File: src/rtl/core/fsmf_pkg.sv
// Package for the four-template F-statistic matched filter.
// Holds format constants and the saturating fixed-point helper functions.
// No dependencies.
package fsmf_pkg;

	localparam int SAMPLE_BITS = 24;
	localparam int ACC_BITS    = 64;
	localparam int NOISE_BITS  = 32;
	localparam int NOISE_FRAC  = 16;
	localparam int FRAC_BITS   = 2 * (SAMPLE_BITS - 1);
	localparam int PROD_BITS   = 2 * SAMPLE_BITS;
	localparam int WIDE_BITS   = 2 * ACC_BITS;
	localparam int CNT_BITS    = $clog2(WIDE_BITS + 1);

	localparam logic [ACC_BITS-1:0] SAT_MAX = {1'b0, {(ACC_BITS-1){1'b1}}};
	localparam logic [ACC_BITS-1:0] SAT_MIN = {1'b1, {(ACC_BITS-1){1'b0}}};
	localparam logic [ACC_BITS-1:0] FIX_ONE = {{(ACC_BITS-1){1'b0}}, 1'b1} << FRAC_BITS;
	// largest quotient that may still be scaled by 4 without overflow
	localparam logic [ACC_BITS-1:0] TERM_LIMIT = SAT_MAX >> 2;

	function automatic logic [ACC_BITS-1:0] mag64(input logic [ACC_BITS-1:0] v);
		return v[ACC_BITS-1] ? (~v + 1'b1) : v;
	endfunction

	function automatic logic [ACC_BITS-1:0] sext_smp(input logic [SAMPLE_BITS-1:0] x);
		return {{(ACC_BITS-SAMPLE_BITS){x[SAMPLE_BITS-1]}}, x};
	endfunction

	function automatic logic [ACC_BITS-1:0] sat_add(input logic [ACC_BITS-1:0] a,
			input logic [ACC_BITS-1:0] b);
		logic [ACC_BITS:0] s;
		s = {a[ACC_BITS-1], a} + {b[ACC_BITS-1], b};
		if (s[ACC_BITS] != s[ACC_BITS-1]) begin
			return s[ACC_BITS] ? SAT_MIN : SAT_MAX;
		end
		return s[ACC_BITS-1:0];
	endfunction

	function automatic logic [ACC_BITS-1:0] sat_sub(input logic [ACC_BITS-1:0] a,
			input logic [ACC_BITS-1:0] b);
		logic [ACC_BITS:0] s;
		s = {a[ACC_BITS-1], a} - {b[ACC_BITS-1], b};
		if (s[ACC_BITS] != s[ACC_BITS-1]) begin
			return s[ACC_BITS] ? SAT_MIN : SAT_MAX;
		end
		return s[ACC_BITS-1:0];
	endfunction

	// fixed-point product: drop FRAC_BITS, saturate magnitude, apply sign
	function automatic logic [ACC_BITS-1:0] prod_sat(input logic [WIDE_BITS-1:0] p,
			input logic neg);
		logic [ACC_BITS-2:0] m;
		m = (|p[WIDE_BITS-1:FRAC_BITS+ACC_BITS-1]) ? SAT_MAX[ACC_BITS-2:0]
			: p[FRAC_BITS+ACC_BITS-2:FRAC_BITS];
		return neg ? (~{1'b0, m} + 1'b1) : {1'b0, m};
	endfunction

	function automatic logic [ACC_BITS-1:0] quo_sat(input logic [WIDE_BITS-1:0] q,
			input logic neg);
		logic [ACC_BITS-2:0] m;
		m = (|q[WIDE_BITS-1:ACC_BITS-1]) ? SAT_MAX[ACC_BITS-2:0] : q[ACC_BITS-2:0];
		return neg ? (~{1'b0, m} + 1'b1) : {1'b0, m};
	endfunction

	// upper-triangle slot of matrix entry (r, c)
	function automatic logic [3:0] tri_idx(input logic [1:0] r, input logic [1:0] c);
		logic [3:0] t;
		unique case ({r, c})
			4'b0000: t = 4'd0;
			4'b0001, 4'b0100: t = 4'd1;
			4'b0010, 4'b1000: t = 4'd2;
			4'b0011, 4'b1100: t = 4'd3;
			4'b0101: t = 4'd4;
			4'b0110, 4'b1001: t = 4'd5;
			4'b0111, 4'b1101: t = 4'd6;
			4'b1010: t = 4'd7;
			4'b1011, 4'b1110: t = 4'd8;
			default: t = 4'd9;
		endcase
		return t;
	endfunction

	// row and column of upper-triangle slot g, packed {row, col}
	function automatic logic [3:0] gram_rc(input logic [3:0] g);
		logic [3:0] rc;
		unique case (g)
			4'd0: rc = 4'b0000;
			4'd1: rc = 4'b0001;
			4'd2: rc = 4'b0010;
			4'd3: rc = 4'b0011;
			4'd4: rc = 4'b0101;
			4'd5: rc = 4'b0110;
			4'd6: rc = 4'b0111;
			4'd7: rc = 4'b1010;
			4'd8: rc = 4'b1011;
			default: rc = 4'b1111;
		endcase
		return rc;
	endfunction

endpackage

File: src/rtl/core/fsmf_div.sv
// Shared bit-serial unsigned divider, one quotient bit per cycle.
// Long mode: 128-bit dividend; short mode: low 64 bits only, 64 steps.
// Depends on fsmf_pkg.
module fsmf_div (
	input  logic                                clk,
	input  logic                                arst_n,
	input  logic                                start,
	input  logic                                short_mode,
	input  logic [fsmf_pkg::WIDE_BITS-1:0]      dividend,
	input  logic [fsmf_pkg::ACC_BITS-1:0]       divisor,
	output logic                                done,
	output logic [fsmf_pkg::WIDE_BITS-1:0]      quo
);
	localparam int AB = fsmf_pkg::ACC_BITS;
	localparam int WB = fsmf_pkg::WIDE_BITS;

	logic [WB-1:0]                 dvd_q, quo_q;
	logic [AB-1:0]                 dsr_q, rem_q;
	logic [fsmf_pkg::CNT_BITS-1:0] cnt_q;
	logic                          run_q, done_q;
	logic [AB:0]                   trial, diff;
	logic                          ge;

	assign trial = {rem_q, dvd_q[WB-1]};
	assign diff  = trial - {1'b0, dsr_q};
	assign ge    = trial >= {1'b0, dsr_q};

	always_ff @(posedge clk or negedge arst_n) begin
		if (!arst_n) begin
			cnt_q  <= '0;
			run_q  <= 1'b0;
			done_q <= 1'b0;
		end else begin
			done_q <= 1'b0;
			if (start) begin
				dvd_q <= short_mode ? {dividend[AB-1:0], {AB{1'b0}}} : dividend;
				dsr_q <= divisor;
				rem_q <= '0;
				quo_q <= '0;
				cnt_q <= short_mode ? fsmf_pkg::CNT_BITS'(AB) : fsmf_pkg::CNT_BITS'(WB);
				run_q <= 1'b1;
			end else if (run_q) begin
				rem_q <= ge ? diff[AB-1:0] : trial[AB-1:0];
				dvd_q <= {dvd_q[WB-2:0], 1'b0};
				quo_q <= {quo_q[WB-2:0], ge};
				cnt_q <= cnt_q - 1'b1;
				if (cnt_q == fsmf_pkg::CNT_BITS'(1)) begin
					run_q  <= 1'b0;
					done_q <= 1'b1;
				end
			end
		end
	end

	assign done = done_q;
	assign quo  = quo_q;
endmodule

File: config.mk
export PLATFORM = sky130hd
export DESIGN_NAME = fsmf_div
export DESIGN_NICKNAME = d
export VERILOG_FILES = /design/src/rtl/core/fsmf_pkg.sv /design/src/rtl/core/fsmf_div.sv
export SDC_FILE = /design/constraint.sdc
export NUM_CORES = 1
export LEC_CHECK = 0
export BUFFER_PORTS_ARGS = -buffer_cell sky130_fd_sc_hd__buf_2
export CORE_ASPECT_RATIO = 1.2
export CORE_MARGIN = 5
export CORE_UTILIZATION = 60
export DETAILED_ROUTE_END_ITERATION = 6
export GPL_ROUTABILITY_DRIVEN = 0
export PLACE_DENSITY = 0.83
export SLEW_MARGIN = 20
export SYNTH_ARGS = -nofsm -noshare
export SYNTH_HDL_FRONTEND = slang
export SYNTH_SLANG_ARGS = --single-unit
export TNS_END_PERCENT = 30
File: constraint.sdc
create_clock -name clk -period 18.3 [get_ports clk]
set_input_delay 0.915 -clock clk [delete_from_list [all_inputs] [get_ports clk]]
set_output_delay 0.915 -clock clk [all_outputs]
set_load 0.005 [all_outputs]
# Word level (Yosys, flattened, before mapping)
# Cells that the tools add are included.
# Widths: inputs -> output; s select.
# classes
addsub	2
n_mul	0
div_mod_pow	0
magnitude_cmp	1
n_eq_ne	1
n_shift	0
muxes	15
n_bitwise	0
n_reduce_logical	3
# ops
op	n
$mux 128	4
$mux 64	2
$ge 65x64->1	1
$sub 64x64->64	1
$mux 8	3
$eq 8x1->1 const B	1
$sub 8x1->8 const B	1
$mux 1	6
$reduce_and 2->1	2
$reduce_bool 2->1	1
# word_totals
regBits	394
latchBits	0
ramBits	0
rom_bits	0
in_bits	196
elab_cells	29
memories	0

# Logic depth before layout (Yosys ltp)
# depth
ltp_word	4
ltp_mapped	15
depth_no_buf	13

# Least setup slack after synthesis
# OpenSTA, ideal clock, no wires.
# synth_path
path_kind	input port to flip-flop
from	in start
to	reg dvd_q[0] (enable)
setup_time_ps	629
t_arrival_ps	6941
t_required_ps	17671
slack_ps	10730
path_stages	3
path_cell_list	clkbuf_1 nor2_1 nor2b_1
# synth_between
elab_chain_cells	2
# synth_lines
item	line_no	text
start, declared	fsmf_div.sv:7	input logic start,
$reduce_bool 2->1 (no line)	-	
$reduce_and 2->1 (no line)	-	
end signal, assigned	fsmf_div.sv:36	dvd_q <= short_mode ? {dividend[AB-1:0], {AB{1'b0}}} : dividend;
end signal, assigned	fsmf_div.sv:44	dvd_q <= {dvd_q[WB-2:0], 1'b0};
end, declared	fsmf_div.sv:17	logic [WB-1:0] dvd_q, quo_q;
# No other way between the ends.
# A chain may end at the register's enable or synchronous reset.

# Worst setup path after layout
# layout_path
from	reg rem_q[5]
to	reg rem_q[59] (data pin)
# layout_between
elab_chain_cells	3
word_cells_on_any_way	4
cone_classes	add/sub: 1; order compare: 1; mux: 2
# layout_lines
item	line_no	text
start, declared	fsmf_div.sv:18	logic [AB-1:0] dsr_q, rem_q;
start signal, assigned	fsmf_div.sv:43	rem_q <= ge ? diff[AB-1:0] : trial[AB-1:0];
$sub 64x64->64 or $ge 65x64->1 (tied branches)	fsmf_div.sv:25, fsmf_div.sv:26	
$mux 64 (*)	fsmf_div.sv:43	
$mux 64 (*)	fsmf_div.sv:42	end else if (run_q) begin
# Every way passes the cells marked *; elsewhere a longest branch is shown, timed or not.

==> flow_summary.ini <==
[logic_synthesis]
synth_cells = 2090
synth_common_cells = 384 x edfxtp_1, 327 x nor2_1, 208 x mux2i_1, 179 x a21oi_1, 141 x inv_1
synth-edff-count = 384
avgSynthCellArea_um2 = 10.5
synthTopCellsByArea = edfxtp_1 53%, mux2i_1 9.5%, nor2_1 5.6%
synth_cell_type_count = 69
synthFlopType = edfxtp_1
syn-num-nets = 2353
yosysWarnings = 0
synthArstFlopShare = 0.0254
yosysMostFrequentCell = edfxtp_1
synth_seq_cells = 394
synth_top_area_frac = 0.527
synth_area_um2 = 21900
ys_seq_area_frac = 0.539
synth_top_area_cell = edfxtp_1

[final_layout]
fill_cells = 2676
instances_no_fill = 2844
syn2layout_area_growth_pct = 14.4
layout.nets = 2603
drive_gt1_frac = 0.176
postLayoutCoreUtil = 0.696

[detailed_routing]
routedWlPerCell_um = 18.6
finalWirelength_um = 53000
ant_nets = 0
num_vias = 16785
drtPass1Iterations = 6
drt_iter0_drc = 1420
route.detailed.drc = 0
viasPerCell = 5.90

[timing]
skew_ns = 0.0196
final.setup.tns_ns = 0
tightest_slew_ns = 1.16
finalCriticalPeriod_ns = 4.77
finalMaxSlewViolations = 0
fin_crit_sh = 0.261
rsz0062_at_grt = no
final-hold-violation-count = 0
setup_viol = 0
relSlewSlack = 0.226
fmax_ghz = 0.210

[critical_path]
worst_ep_required_time_ns = 18.63
cp-start-kind = flip-flop
cp-endpoint = rem_q[59]$_SDFFCE_PP0P_
cp_top_family = compound AO/OA/AOI/OAI gates
timing.critical_path.buf_inv = 1
rrSetupSlack_ns = 13.53
reg2reg_depth = 12
critical-path-max-stage-delay_ns = 0.81
criticalPathCategory = flip-flop to flip-flop
crit_path_max_fanout = 78
end_kind = flip-flop
reg2reg_to = rem_q[59]$_SDFFCE_PP0P_
cp_slowest_cell = a21oi_4
critPathLaunch = rem_q[5]$_SDFFCE_PP0P_
cp_data_arrival_time_ns = 5.10
cp.depth = 12
worstPathCellList = ha_1, a21o_1, a31o_2, a21oi_1, a21oi_1, nor2_1, o21ai_1, a21oi_4, buf_4, nor2b_1, nor2b_1, nor4_1
reg2reg_from = rem_q[5]$_SDFFCE_PP0P_

[clocking]
cts_made_buffers = 42
clock_sink_count = 394
cts-htree-levels = 2
cts.hold.buffers_added = 0
tritoncts = built
path_clk_slew_ns = 0.07
cts_root_buf = clkbuf_16
post_cts_resized = 0
post_cts_buffers = 0
insertion_delay_ns = 0.54
clk_path_buf_depth = 3

[outcome]
status = complete, no violations

[worst_hold_path]
min-delay-start = divisor[38]
hp-class = input port to flip-flop

[placement]
dp_hpwl_um = 36600
post-place-cells = 2764
numPortBuffers = 324

[power]
pwr-share-clk = 0.301
max-vdd-ir-drop_v = 0.0000919
power_density_nw_per_um2 = 108
pwr-share-comb = 0.262
sw_frac_of_total = 0.306
seq_power_share = 0.437
power_leakage_nw = 11.2
p_sw_uw = 825
p_int_mw = 1.87

[floorplanning]
coreArea_um2 = 35900
dieArea_um2 = 40400
num_rows = 76
ios = 325
start_util = 0.608
die_h_um = 219
die_w_um = 184

[global_route]
antenna_found_initial = 14
grt_pass1_wl_um = 83200
grt_overflow = 0
grt_usage = 0.252
grt_pass1_vias = 16319
grt_max_degree = 244

[run]
drv_cap = 0
[cell usage in the layout, fill, tap and decap left out, types with 40 or more instances in the layout]
| cell | count |
|---|---|
| a211oi_1 | 49 |
| a21o_1 | 40 |
| a21oi_1 | 179 |
| buf_2 | 321 |
| clkbuf_16 | 42 |
| edfxtp_1 | 384 |
| ha_1 | 66 |
| inv_1 | 141 |
| mux2i_1 | 208 |
| nand2_1 | 137 |
| nor2_1 | 327 |
| o21ai_0 | 112 |
[flip-flops by register name, summed over array words and instances (netlist names)]
signal	count
cnt_q	8
done	1
dvd_q	128
run_q	1
rem_q	64
dsr_q	64
quo	128
[power by group through the flow]
stage | Combinational [mW] | Clock (mW) | Sequential, mW
4_1_cts | 0.698 | 0.828 | 1.18
5_1_grt | 0.777 | 0.869 | 1.19
3_3_place_gp | 0.674 | 0 | 1.19
2_1_floorplan | 0.523 | 0 | 1.18
6_report | 0.705 | 0.811 | 1.18
3_5_place_dp | 0.693 | 0 | 1.19
[routing by layer]
layer | part of all wire | wire length (µm) | vias up | track usage
met5 | 0.0021 | 112 | - | 0
met4 | 0.048 | 2560 | 18 | 0.120
met3 | 0.068 | 3580 | 190 | 0.0516
met2 | 0.49 | 25900 | 700 | 0.417
met1 | 0.39 | 20800 | 7846 | 0.319
li1 | - | - | 8031 | -
[area by class of cell]
cell class | count | area (µm²) | share of cell area
clock inverter | 21 | 193 | 0.00770
timing repair buffer | 337 | 1770 | 0.0706
multi-input combinational | 1424 | 9050 | 0.362
clock buffer | 54 | 1100 | 0.0438
sequential | 394 | 11800 | 0.471
inverter | 141 | 529 | 0.0212
antenna | 5 | 12.5 | 0.000500
tap | 468 | 586 | 0.0234
[worst min-delay path by stage]
stage / cells past startpoint / end
final: 1 / dsr_q[38]$_DFFE_PP_
after global routing: 1 / dsr_q[49]$_DFFE_PP_
after CTS: 1 / dsr_q[38]$_DFFE_PP_
after detailed placement: 2 / dvd_q[93]$_DFFE_PP_
after global placement: 2 / dvd_q[67]$_DFFE_PP_
after floorplan: 2 / cnt_q[5]$_DFFE_PN0N_
[kinds of logic (layout without fill, tap and decap cells)]
family / after synthesis / in the layout / share of synthesized area
compound gates: 473 / 473 / 0.132
xor+xnor: 54 / 54 / 0.0216
fa+ha+maj: 67 / 67 / 0.0387
buf+inv: 272 / 553 / 0.0483
flops: 394 / 394 / 0.539
mux: 213 / 213 / 0.0980
other cells: 0 / 5 / 0
simple gates: 617 / 617 / 0.123
[per-stage QoR]
step / area, µm² / setup WS (ns) / power (mW) / hold slack, ns
final: 25000 / 13.53 / 2.69 / 0.547
after global routing: 25000 / 13.20 / 2.83 / 0.525
after CTS: 25000 / 13.55 / 2.70 / 0.519
after detailed placement: 23700 / 13.58 / 1.89 / 0.558
after global placement: 23700 / 13.82 / 1.86 / 0.549
after floorplan: 21900 / 10.73 / 1.70 / 0.528
Note: power is estimated with default switching activity, not from simulation.
