## config.mk

```make
export PLATFORM = sky130hd
export DESIGN_NAME = fsmf_mul
export DESIGN_NICKNAME = d
export VERILOG_FILES = /design/src/rtl/core/fsmf_pkg.sv /design/src/rtl/core/fsmf_mul.sv
export SDC_FILE = /design/constraint.sdc
export NUM_CORES = 2
export LEC_CHECK = 0
export BUFFER_PORTS_ARGS = -buffer_cell sky130_fd_sc_hd__buf_2
export CAP_MARGIN = 20
export CORE_MARGIN = 1.5
export CORE_UTILIZATION = 40
export CTS_CLUSTER_SIZE = 16
export DETAILED_ROUTE_END_ITERATION = 6
export SLEW_MARGIN = 10
export SYNTH_ARGS = -nofsm -noshare
export SYNTH_HDL_FRONTEND = slang
export SYNTH_SLANG_ARGS = --single-unit
```

## constraint.sdc

```tcl
create_clock -name clk -period 13.45 [get_ports clk]
set_input_delay 3.3625 -clock clk [delete_from_list [all_inputs] [get_ports clk]]
set_output_delay 3.3625 -clock clk [all_outputs]
set_load 0.005 [all_outputs]
```

## src/rtl/core/fsmf_pkg.sv

```systemverilog
// Package for the four-template F-statistic matched filter.
// Holds format constants and the saturating fixed-point helper functions.
// No dependencies.
package fsmf_pkg;

	localparam int SAMPLE_BITS = 24;
	localparam int ACC_BITS    = 64;
	localparam int NOISE_BITS  = 32;
	localparam int NOISE_FRAC  = 16;
	localparam int FRAC_BITS   = 2 * (SAMPLE_BITS - 1);
	localparam int PROD_BITS   = 2 * SAMPLE_BITS;
	localparam int WIDE_BITS   = 2 * ACC_BITS;
	localparam int CNT_BITS    = $clog2(WIDE_BITS + 1);

	localparam logic [ACC_BITS-1:0] SAT_MAX = {1'b0, {(ACC_BITS-1){1'b1}}};
	localparam logic [ACC_BITS-1:0] SAT_MIN = {1'b1, {(ACC_BITS-1){1'b0}}};
	localparam logic [ACC_BITS-1:0] FIX_ONE = {{(ACC_BITS-1){1'b0}}, 1'b1} << FRAC_BITS;
	// largest quotient that may still be scaled by 4 without overflow
	localparam logic [ACC_BITS-1:0] TERM_LIMIT = SAT_MAX >> 2;

	function automatic logic [ACC_BITS-1:0] mag64(input logic [ACC_BITS-1:0] v);
		return v[ACC_BITS-1] ? (~v + 1'b1) : v;
	endfunction

	function automatic logic [ACC_BITS-1:0] sext_smp(input logic [SAMPLE_BITS-1:0] x);
		return {{(ACC_BITS-SAMPLE_BITS){x[SAMPLE_BITS-1]}}, x};
	endfunction

	function automatic logic [ACC_BITS-1:0] sat_add(input logic [ACC_BITS-1:0] a,
			input logic [ACC_BITS-1:0] b);
		logic [ACC_BITS:0] s;
		s = {a[ACC_BITS-1], a} + {b[ACC_BITS-1], b};
		if (s[ACC_BITS] != s[ACC_BITS-1]) begin
			return s[ACC_BITS] ? SAT_MIN : SAT_MAX;
		end
		return s[ACC_BITS-1:0];
	endfunction

	function automatic logic [ACC_BITS-1:0] sat_sub(input logic [ACC_BITS-1:0] a,
			input logic [ACC_BITS-1:0] b);
		logic [ACC_BITS:0] s;
		s = {a[ACC_BITS-1], a} - {b[ACC_BITS-1], b};
		if (s[ACC_BITS] != s[ACC_BITS-1]) begin
			return s[ACC_BITS] ? SAT_MIN : SAT_MAX;
		end
		return s[ACC_BITS-1:0];
	endfunction

	// fixed-point product: drop FRAC_BITS, saturate magnitude, apply sign
	function automatic logic [ACC_BITS-1:0] prod_sat(input logic [WIDE_BITS-1:0] p,
			input logic neg);
		logic [ACC_BITS-2:0] m;
		m = (|p[WIDE_BITS-1:FRAC_BITS+ACC_BITS-1]) ? SAT_MAX[ACC_BITS-2:0]
			: p[FRAC_BITS+ACC_BITS-2:FRAC_BITS];
		return neg ? (~{1'b0, m} + 1'b1) : {1'b0, m};
	endfunction

	function automatic logic [ACC_BITS-1:0] quo_sat(input logic [WIDE_BITS-1:0] q,
			input logic neg);
		logic [ACC_BITS-2:0] m;
		m = (|q[WIDE_BITS-1:ACC_BITS-1]) ? SAT_MAX[ACC_BITS-2:0] : q[ACC_BITS-2:0];
		return neg ? (~{1'b0, m} + 1'b1) : {1'b0, m};
	endfunction

	// upper-triangle slot of matrix entry (r, c)
	function automatic logic [3:0] tri_idx(input logic [1:0] r, input logic [1:0] c);
		logic [3:0] t;
		unique case ({r, c})
			4'b0000: t = 4'd0;
			4'b0001, 4'b0100: t = 4'd1;
			4'b0010, 4'b1000: t = 4'd2;
			4'b0011, 4'b1100: t = 4'd3;
			4'b0101: t = 4'd4;
			4'b0110, 4'b1001: t = 4'd5;
			4'b0111, 4'b1101: t = 4'd6;
			4'b1010: t = 4'd7;
			4'b1011, 4'b1110: t = 4'd8;
			default: t = 4'd9;
		endcase
		return t;
	endfunction

	// row and column of upper-triangle slot g, packed {row, col}
	function automatic logic [3:0] gram_rc(input logic [3:0] g);
		logic [3:0] rc;
		unique case (g)
			4'd0: rc = 4'b0000;
			4'd1: rc = 4'b0001;
			4'd2: rc = 4'b0010;
			4'd3: rc = 4'b0011;
			4'd4: rc = 4'b0101;
			4'd5: rc = 4'b0110;
			4'd6: rc = 4'b0111;
			4'd7: rc = 4'b1010;
			4'd8: rc = 4'b1011;
			default: rc = 4'b1111;
		endcase
		return rc;
	endfunction

endpackage

```

## src/rtl/core/fsmf_mul.sv

```systemverilog
// Shared unsigned 64x64 multiplier built from one 32x32 multiplier.
// Four partial products, accumulated into a 128-bit result.
// Depends on fsmf_pkg.
module fsmf_mul (
	input  logic                                clk,
	input  logic                                arst_n,
	input  logic                                start,
	input  logic [fsmf_pkg::ACC_BITS-1:0]       a,
	input  logic [fsmf_pkg::ACC_BITS-1:0]       b,
	output logic                                done,
	output logic [fsmf_pkg::WIDE_BITS-1:0]      prod
);
	localparam int HB = fsmf_pkg::ACC_BITS / 2;

	logic [fsmf_pkg::ACC_BITS-1:0]  a_q, b_q;
	logic [2:0]                     cnt_q;
	logic                           run_q, done_q;
	logic [fsmf_pkg::ACC_BITS-1:0]  pp_s1;
	logic [1:0]                     sh_s1;
	logic [fsmf_pkg::WIDE_BITS-1:0] acc_q;
	logic [HB-1:0]                  opa, opb;
	logic [1:0]                     sh;
	logic [fsmf_pkg::WIDE_BITS-1:0] pp_ext;

	always_comb begin
		unique case (cnt_q[1:0])
			2'd0: begin opa = a_q[HB-1:0]; opb = b_q[HB-1:0]; sh = 2'd0; end
			2'd1: begin opa = a_q[HB-1:0]; opb = b_q[2*HB-1:HB]; sh = 2'd1; end
			2'd2: begin opa = a_q[2*HB-1:HB]; opb = b_q[HB-1:0]; sh = 2'd1; end
			default: begin opa = a_q[2*HB-1:HB]; opb = b_q[2*HB-1:HB]; sh = 2'd2; end
		endcase
	end

	always_comb begin
		unique case (sh_s1)
			2'd0: pp_ext = {{(2*HB){1'b0}}, pp_s1};
			2'd1: pp_ext = {{HB{1'b0}}, pp_s1, {HB{1'b0}}};
			default: pp_ext = {pp_s1, {(2*HB){1'b0}}};
		endcase
	end

	always_ff @(posedge clk or negedge arst_n) begin
		if (!arst_n) begin
			cnt_q  <= '0;
			run_q  <= 1'b0;
			done_q <= 1'b0;
		end else begin
			done_q <= 1'b0;
			if (start) begin
				a_q   <= a;
				b_q   <= b;
				cnt_q <= '0;
				run_q <= 1'b1;
				acc_q <= '0;
			end else if (run_q) begin
				if (!cnt_q[2]) begin
					pp_s1 <= opa * opb;
					sh_s1 <= sh;
				end
				if (cnt_q != 3'd0) begin
					acc_q <= acc_q + pp_ext;
				end
				if (cnt_q[2]) begin
					run_q  <= 1'b0;
					done_q <= 1'b1;
				end
				cnt_q <= cnt_q + 3'd1;
			end
		end
	end

	assign done = done_q;
	assign prod = acc_q;
endmodule

```

=== Yosys cells after proc, flatten, opt, wreduce, memory -nomap -nowiden ===
Index checks and enable logic that the tools add are counted.

* Add/sub/neg operators: 2
* Multiply operators: 1
* Eq/ne operators: 3
* Muxes and demuxes: 14
* Bitwise gates (word level): 2
* Reductions and logical operators: 9

{| class="wikitable"
|+ Operators with widths
! kind !! count
|-
| $mux W128 || 2
|-
| $pmux W128 S2 || 1
|-
| $add A128 B128 Y128 || 1
|-
| $mul A32 B32 Y64 || 1
|-
| $mux W32 || 2
|-
| $mux W1 || 6
|-
| $mux W3 || 2
|-
| $reduce_or A2 Y1 || 3
|-
| $eq A2 B1 Y1 const B || 2
|-
| $logic_not A2 Y1 || 2
|-
| $pmux W2 S2 || 1
|-
| $reduce_and A4 Y1 || 1
|-
| $add A3 B1 Y3 const B || 1
|-
| $reduce_bool A3 Y1 || 1
|-
| $eq A2 B2 Y1 const B || 1
|-
| $not A1 Y1 || 2
|-
| $reduce_and A2 Y1 || 1
|-
| $reduce_bool A2 Y1 || 1
|}

* Register bits: 327

=== Depth between registers and ports, before layout ===
* Word-level depth: 5
* Depth in mapped cells: 38
* Depth with buffers taken out: 34

=== Worst setup path after synthesis ===
No wires, ideal clock.

* Path type: in2reg
* From: in start
* To: reg pp_s1[0] in the netlist's numbering, enable pin
* Arrival time: 10044 ps
* Setup slack: 2752 ps
* Cell stages on the path: 3
* Cells stage by stage: clkbuf_1 > clkbuf_1 > nor4bb_1

* Word-level cells in the longest chain between the ends: 2

{| class="wikitable"
|+ Ends and longest elaborated chain
! element !! line !! text
|-
| start, declared || fsmf_mul.sv:7 || <nowiki>input logic start,</nowiki>
|-
| $not A1 Y1 (no line) || n/a ||
|-
| $reduce_and A4 Y1 (no line) || n/a ||
|-
| end signal, assigned || fsmf_mul.sv:57 || <nowiki>pp_s1 <= opa * opb;</nowiki>
|-
| end, declared || fsmf_mul.sv:18 || <nowiki>logic [fsmf_pkg::ACC_BITS-1:0] pp_s1;</nowiki>
|}

Every way passes these cells.
A chain may end at the register's enable or synchronous reset.

=== Final worst setup path ===
* From: reg cnt_q[0]
* To: reg pp_s1[56] in the netlist's numbering (data pin)

* Word-level cells in the longest chain between the ends: 4
* Elaborated cells on any way between the ends: 8
* Those cells by class: mul: 1; eq/ne: 2; mux: 2; reduce/logical: 3

{| class="wikitable"
|+ Ends and longest elaborated chain
! element !! line !! text
|-
| start, declared || fsmf_mul.sv:16 || <nowiki>logic [2:0] cnt_q;</nowiki>
|-
| start signal, assigned || fsmf_mul.sv:67 || <nowiki>cnt_q <= cnt_q + 3'd1;</nowiki>
|-
| $eq A2 B1 Y1, or another cell as far along || fsmf_mul.sv:26 || <nowiki>unique case (cnt_q[1:0])</nowiki>
|-
| $reduce_or A2 Y1 (no line) || n/a ||
|-
| $mux W32 || fsmf_mul.sv:26 ||
|-
| $mul A32 B32 Y64 (*) || fsmf_mul.sv:57 ||
|}

Every way passes the cells marked *; elsewhere a longest branch is shown, timed or not.

==> results.py <==
metrics = {
    "outcome": {
        "status": "finished with violations",
        "violations": "DRC",
    },
    "sta": {
        "tightest_slew_ps": 1250,
        "hold_ws_ps": 592,
        "setup_tns_ps": 0,
        "period_share": 0.794,
        "rsz0062_at_grt": "false",
        "slew_headroom": 0.151,
        "setup_viol": 0,
        "finClkSkew_ps": 56.5,
        "hold_viol": 0,
        "fin_crit_ps": 10670,
        "drv_slew": 0,
        "timing.fmax_ghz": 0.0937,
    },
    "grt": {
        "grt_pass1_wl_mm": 288,
        "grt_pass1_vias": 45200,
        "overflow": 0,
        "grt_antenna_before_repair": 5,
        "track_usage": 0.283,
        "grt_max_degree": 81,
    },
    "critical_path": {
        "end_kind": "register",
        "regToRegSetupSlack_ps": 2780,
        "critPathBufInv": 6,
        "max_stage_delay_ps": 1060,
        "cpMaxStageDelayCell": "mux2i_4",
        "r2r_cells": 29,
        "critPathMaxFanout": 44,
        "r2r_end": "pp_s1[56]",
        "worstSetupStartpointType": "register",
        "critPathRequiredTime_ps": 13930,
        "worstSetupPathType": "register to register",
        "critPathArrivalTime_ps": 11160,
        "cp_top_family": "adder cells",
        "cp_common_cell": "fa_1",
        "reg2reg_from": "cnt_q[0]",
    },
    "flow_run": {
        "drv_cap": 0,
    },
    "place": {
        "dp_hpwl_mm": 151,
        "numPortBuffers": 259,
        "place_inst": 7798,
        "place.gp.congestion": 0.962,
        "placedInstanceArea_mm2": 0.0576,
    },
    "min_path": {
        "whs_path_depth": 2,
        "hold-path-endpoint": "prod[111]",
        "min-delay-start": "prod[111]",
        "hold_class": "register to register",
    },
    "cts": {
        "clock_latency_ps": 660,
        "ctsResizeCount": 0,
        "cts.sinks": 327,
        "cts_hold_buf": 0,
        "clk_path_buf_depth": 3,
        "cts_root_buffer": "clkbuf_16",
        "h-tree-depth": 2,
        "clk_pin_slew_worst_paths_ps": 60,
        "tritoncts.num_buffers": 41,
        "cts_tree": "done",
        "postCtsSetupBuffers": 0,
    },
    "routing": {
        "wl_met3_mm": 21.9,
        "wl_met1_mm": 78.5,
        "avgViaCountPerCell": 5.63,
        "wl_per_cell_um": 24.7,
        "drc": 5,
        "highest_layer": "met5",
        "vias": 44400,
        "final_antenna_net_count": 0,
        "dr.pass1.iters": 7,
        "route.met2.wl_mm": 84.0,
        "drtIter0Drc": 4574,
        "routed_wl_mm": 194,
    },
    "floorplanning": {
        "io_pins": 260,
        "die_area_mm2": 0.138,
        "initial_core_util": 0.405,
        "fp-row-count": 134,
        "die_w_um": 371,
        "die_h_um": 371,
        "coreArea_mm2": 0.134,
    },
    "synth": {
        "synth_top_area_frac": 0.331,
        "syn-instance-count": 6004,
        "ys_seq_elements": 327,
        "synth_top_area_cell": "fa_1",
        "synthTopCellsByArea": "fa_1 33%, edfxtp_1 18%, ha_1 9.1%",
        "synth_cell_types": 82,
        "syn_avg_cell_area_um2": 9.03,
        "synthArstFlopShare": 0.0153,
        "synth-seq-area-share": 0.181,
        "ys.flop_type": "edfxtp_1",
        "yosysWarnings": 0,
        "synth_edf_count": 322,
        "synth_area_mm2": 0.0542,
        "syn_nets": 7426,
    },
    "layout": {
        "num-nets-final": 7495,
        "area_growth_pct": 8.91,
        "final_design_area_no_fill_mm2": 0.0591,
        "n_fill_cell": 13100,
        "instances_no_fill": 7876,
        "layout-drive-gt1-share": 0.0912,
    },
}
-- cell usage in the layout (no fill, tap or decap), types with 43 or more instances in the layout --
cell type	netlist	routed
inv_1	948	948
fa_1	897	897
nand2_1	807	807
nor2_1	740	737
ha_1	394	394
a21oi_1	338	338
edfxtp_1	322	322
buf_2	9	257
o21ai_0	162	161
xnor2_1	104	104
a21o_1	103	103
nand4_1	78	78
and2_1	77	76
xor2_1	75	75
buf_4	0	75
mux2_2	62	62
mux2i_1	99	53
o21bai_1	49	49
nand3_1	43	43
-- logic make-up after synthesis --
| kind of cell | Yosys count | share of synthesized area |
|---|---|---|
| and+or+nand+nor | 1906 | 0.148 |
| adders and majority gates | 1291 | 0.422 |
| buffers and inverters | 1261 | 0.0875 |
| AOI/OAI and AO/OA | 879 | 0.102 |
| DFF | 327 | 0.181 |
| xor gates and xnor gates | 179 | 0.0289 |
| muxes | 161 | 0.0311 |
-- worst reg2reg max path, delay by kind of cell, from the launching register on --
kind / cells / cell delay [ps]
flops: 1 / 410
compound gates: 6 / 1690
fa+ha+maj: 10 / 4730
simple gates: 5 / 1330
mux: 2 / 1360
buf+inv: 6 / 1000
-- stage by stage --
step | utilization | worst slack [ps]
final | 0.441 | 2780
after floorplan | - | 2750
after global routing | 0.441 | 2210
after CTS | 0.441 | 2790
after global placement | 0.429 | 2640
after detailed placement | 0.430 | 2800
-- area by class of cell --
cell class	count	area (µm²)	area share
clock buffers	48	1070	0.0182
diodes	2	5.00	0.0000847
well taps	1768	2210	0.0375
repair buffers	339	1960	0.0331
multi-input cells	4416	40100	0.678
flip-flops and latches	327	9790	0.166
inverters	948	3560	0.0603
clock inverters	28	389	0.00659
-- worst max path at each step --
stage / from / endpoint / slack (ps) / cells after the start
after floorplan: start / pp_s1[0] / 2750 / 3
after global placement: cnt_q[0] / pp_s1[63] / 2640 / 31
after detailed placement: cnt_q[0] / pp_s1[56] / 2800 / 29
after CTS: cnt_q[0] / pp_s1[56] / 2790 / 29
after global routing: cnt_q[0] / pp_s1[62] / 2210 / 32
final: cnt_q[0] / pp_s1[56] / 2780 / 29
-- Yosys cell counts, types with 31 or more instances --
master,count
inv_1,948
fa_1,897
nand2_1,807
nor2_1,740
ha_1,394
a21oi_1,338
edfxtp_1,322
clkbuf_1,292
o21ai_0,162
xnor2_1,104
a21o_1,103
mux2i_1,99
nand4_1,78
and2_1,77
xor2_1,75
mux2_2,62
o21bai_1,49
nand3_1,43
nor3_1,37
a22o_1,31
-- routing by layer --
metal | GRT usage | up-vias
met5 | 0.00874 | -
met2 | 0.429 | 2427
met4 | 0.120 | 8
met3 | 0.0775 | 450
met1 | 0.378 | 22100
li1 | - | 19400
-- sequential cells by signal, indices dropped and copies added (netlist names) --
| signal | cells |
|---|---|
| a_q | 64 |
| b_q | 64 |
| cnt_q | 3 |
| done | 1 |
| pp_s1 | 64 |
| prod | 128 |
| run_q | 1 |
| sh_s1 | 2 |
Power is left out: the tool's default activity adds up to more than one toggle a clock period on the data nets, which glitch-free logic cannot reach.
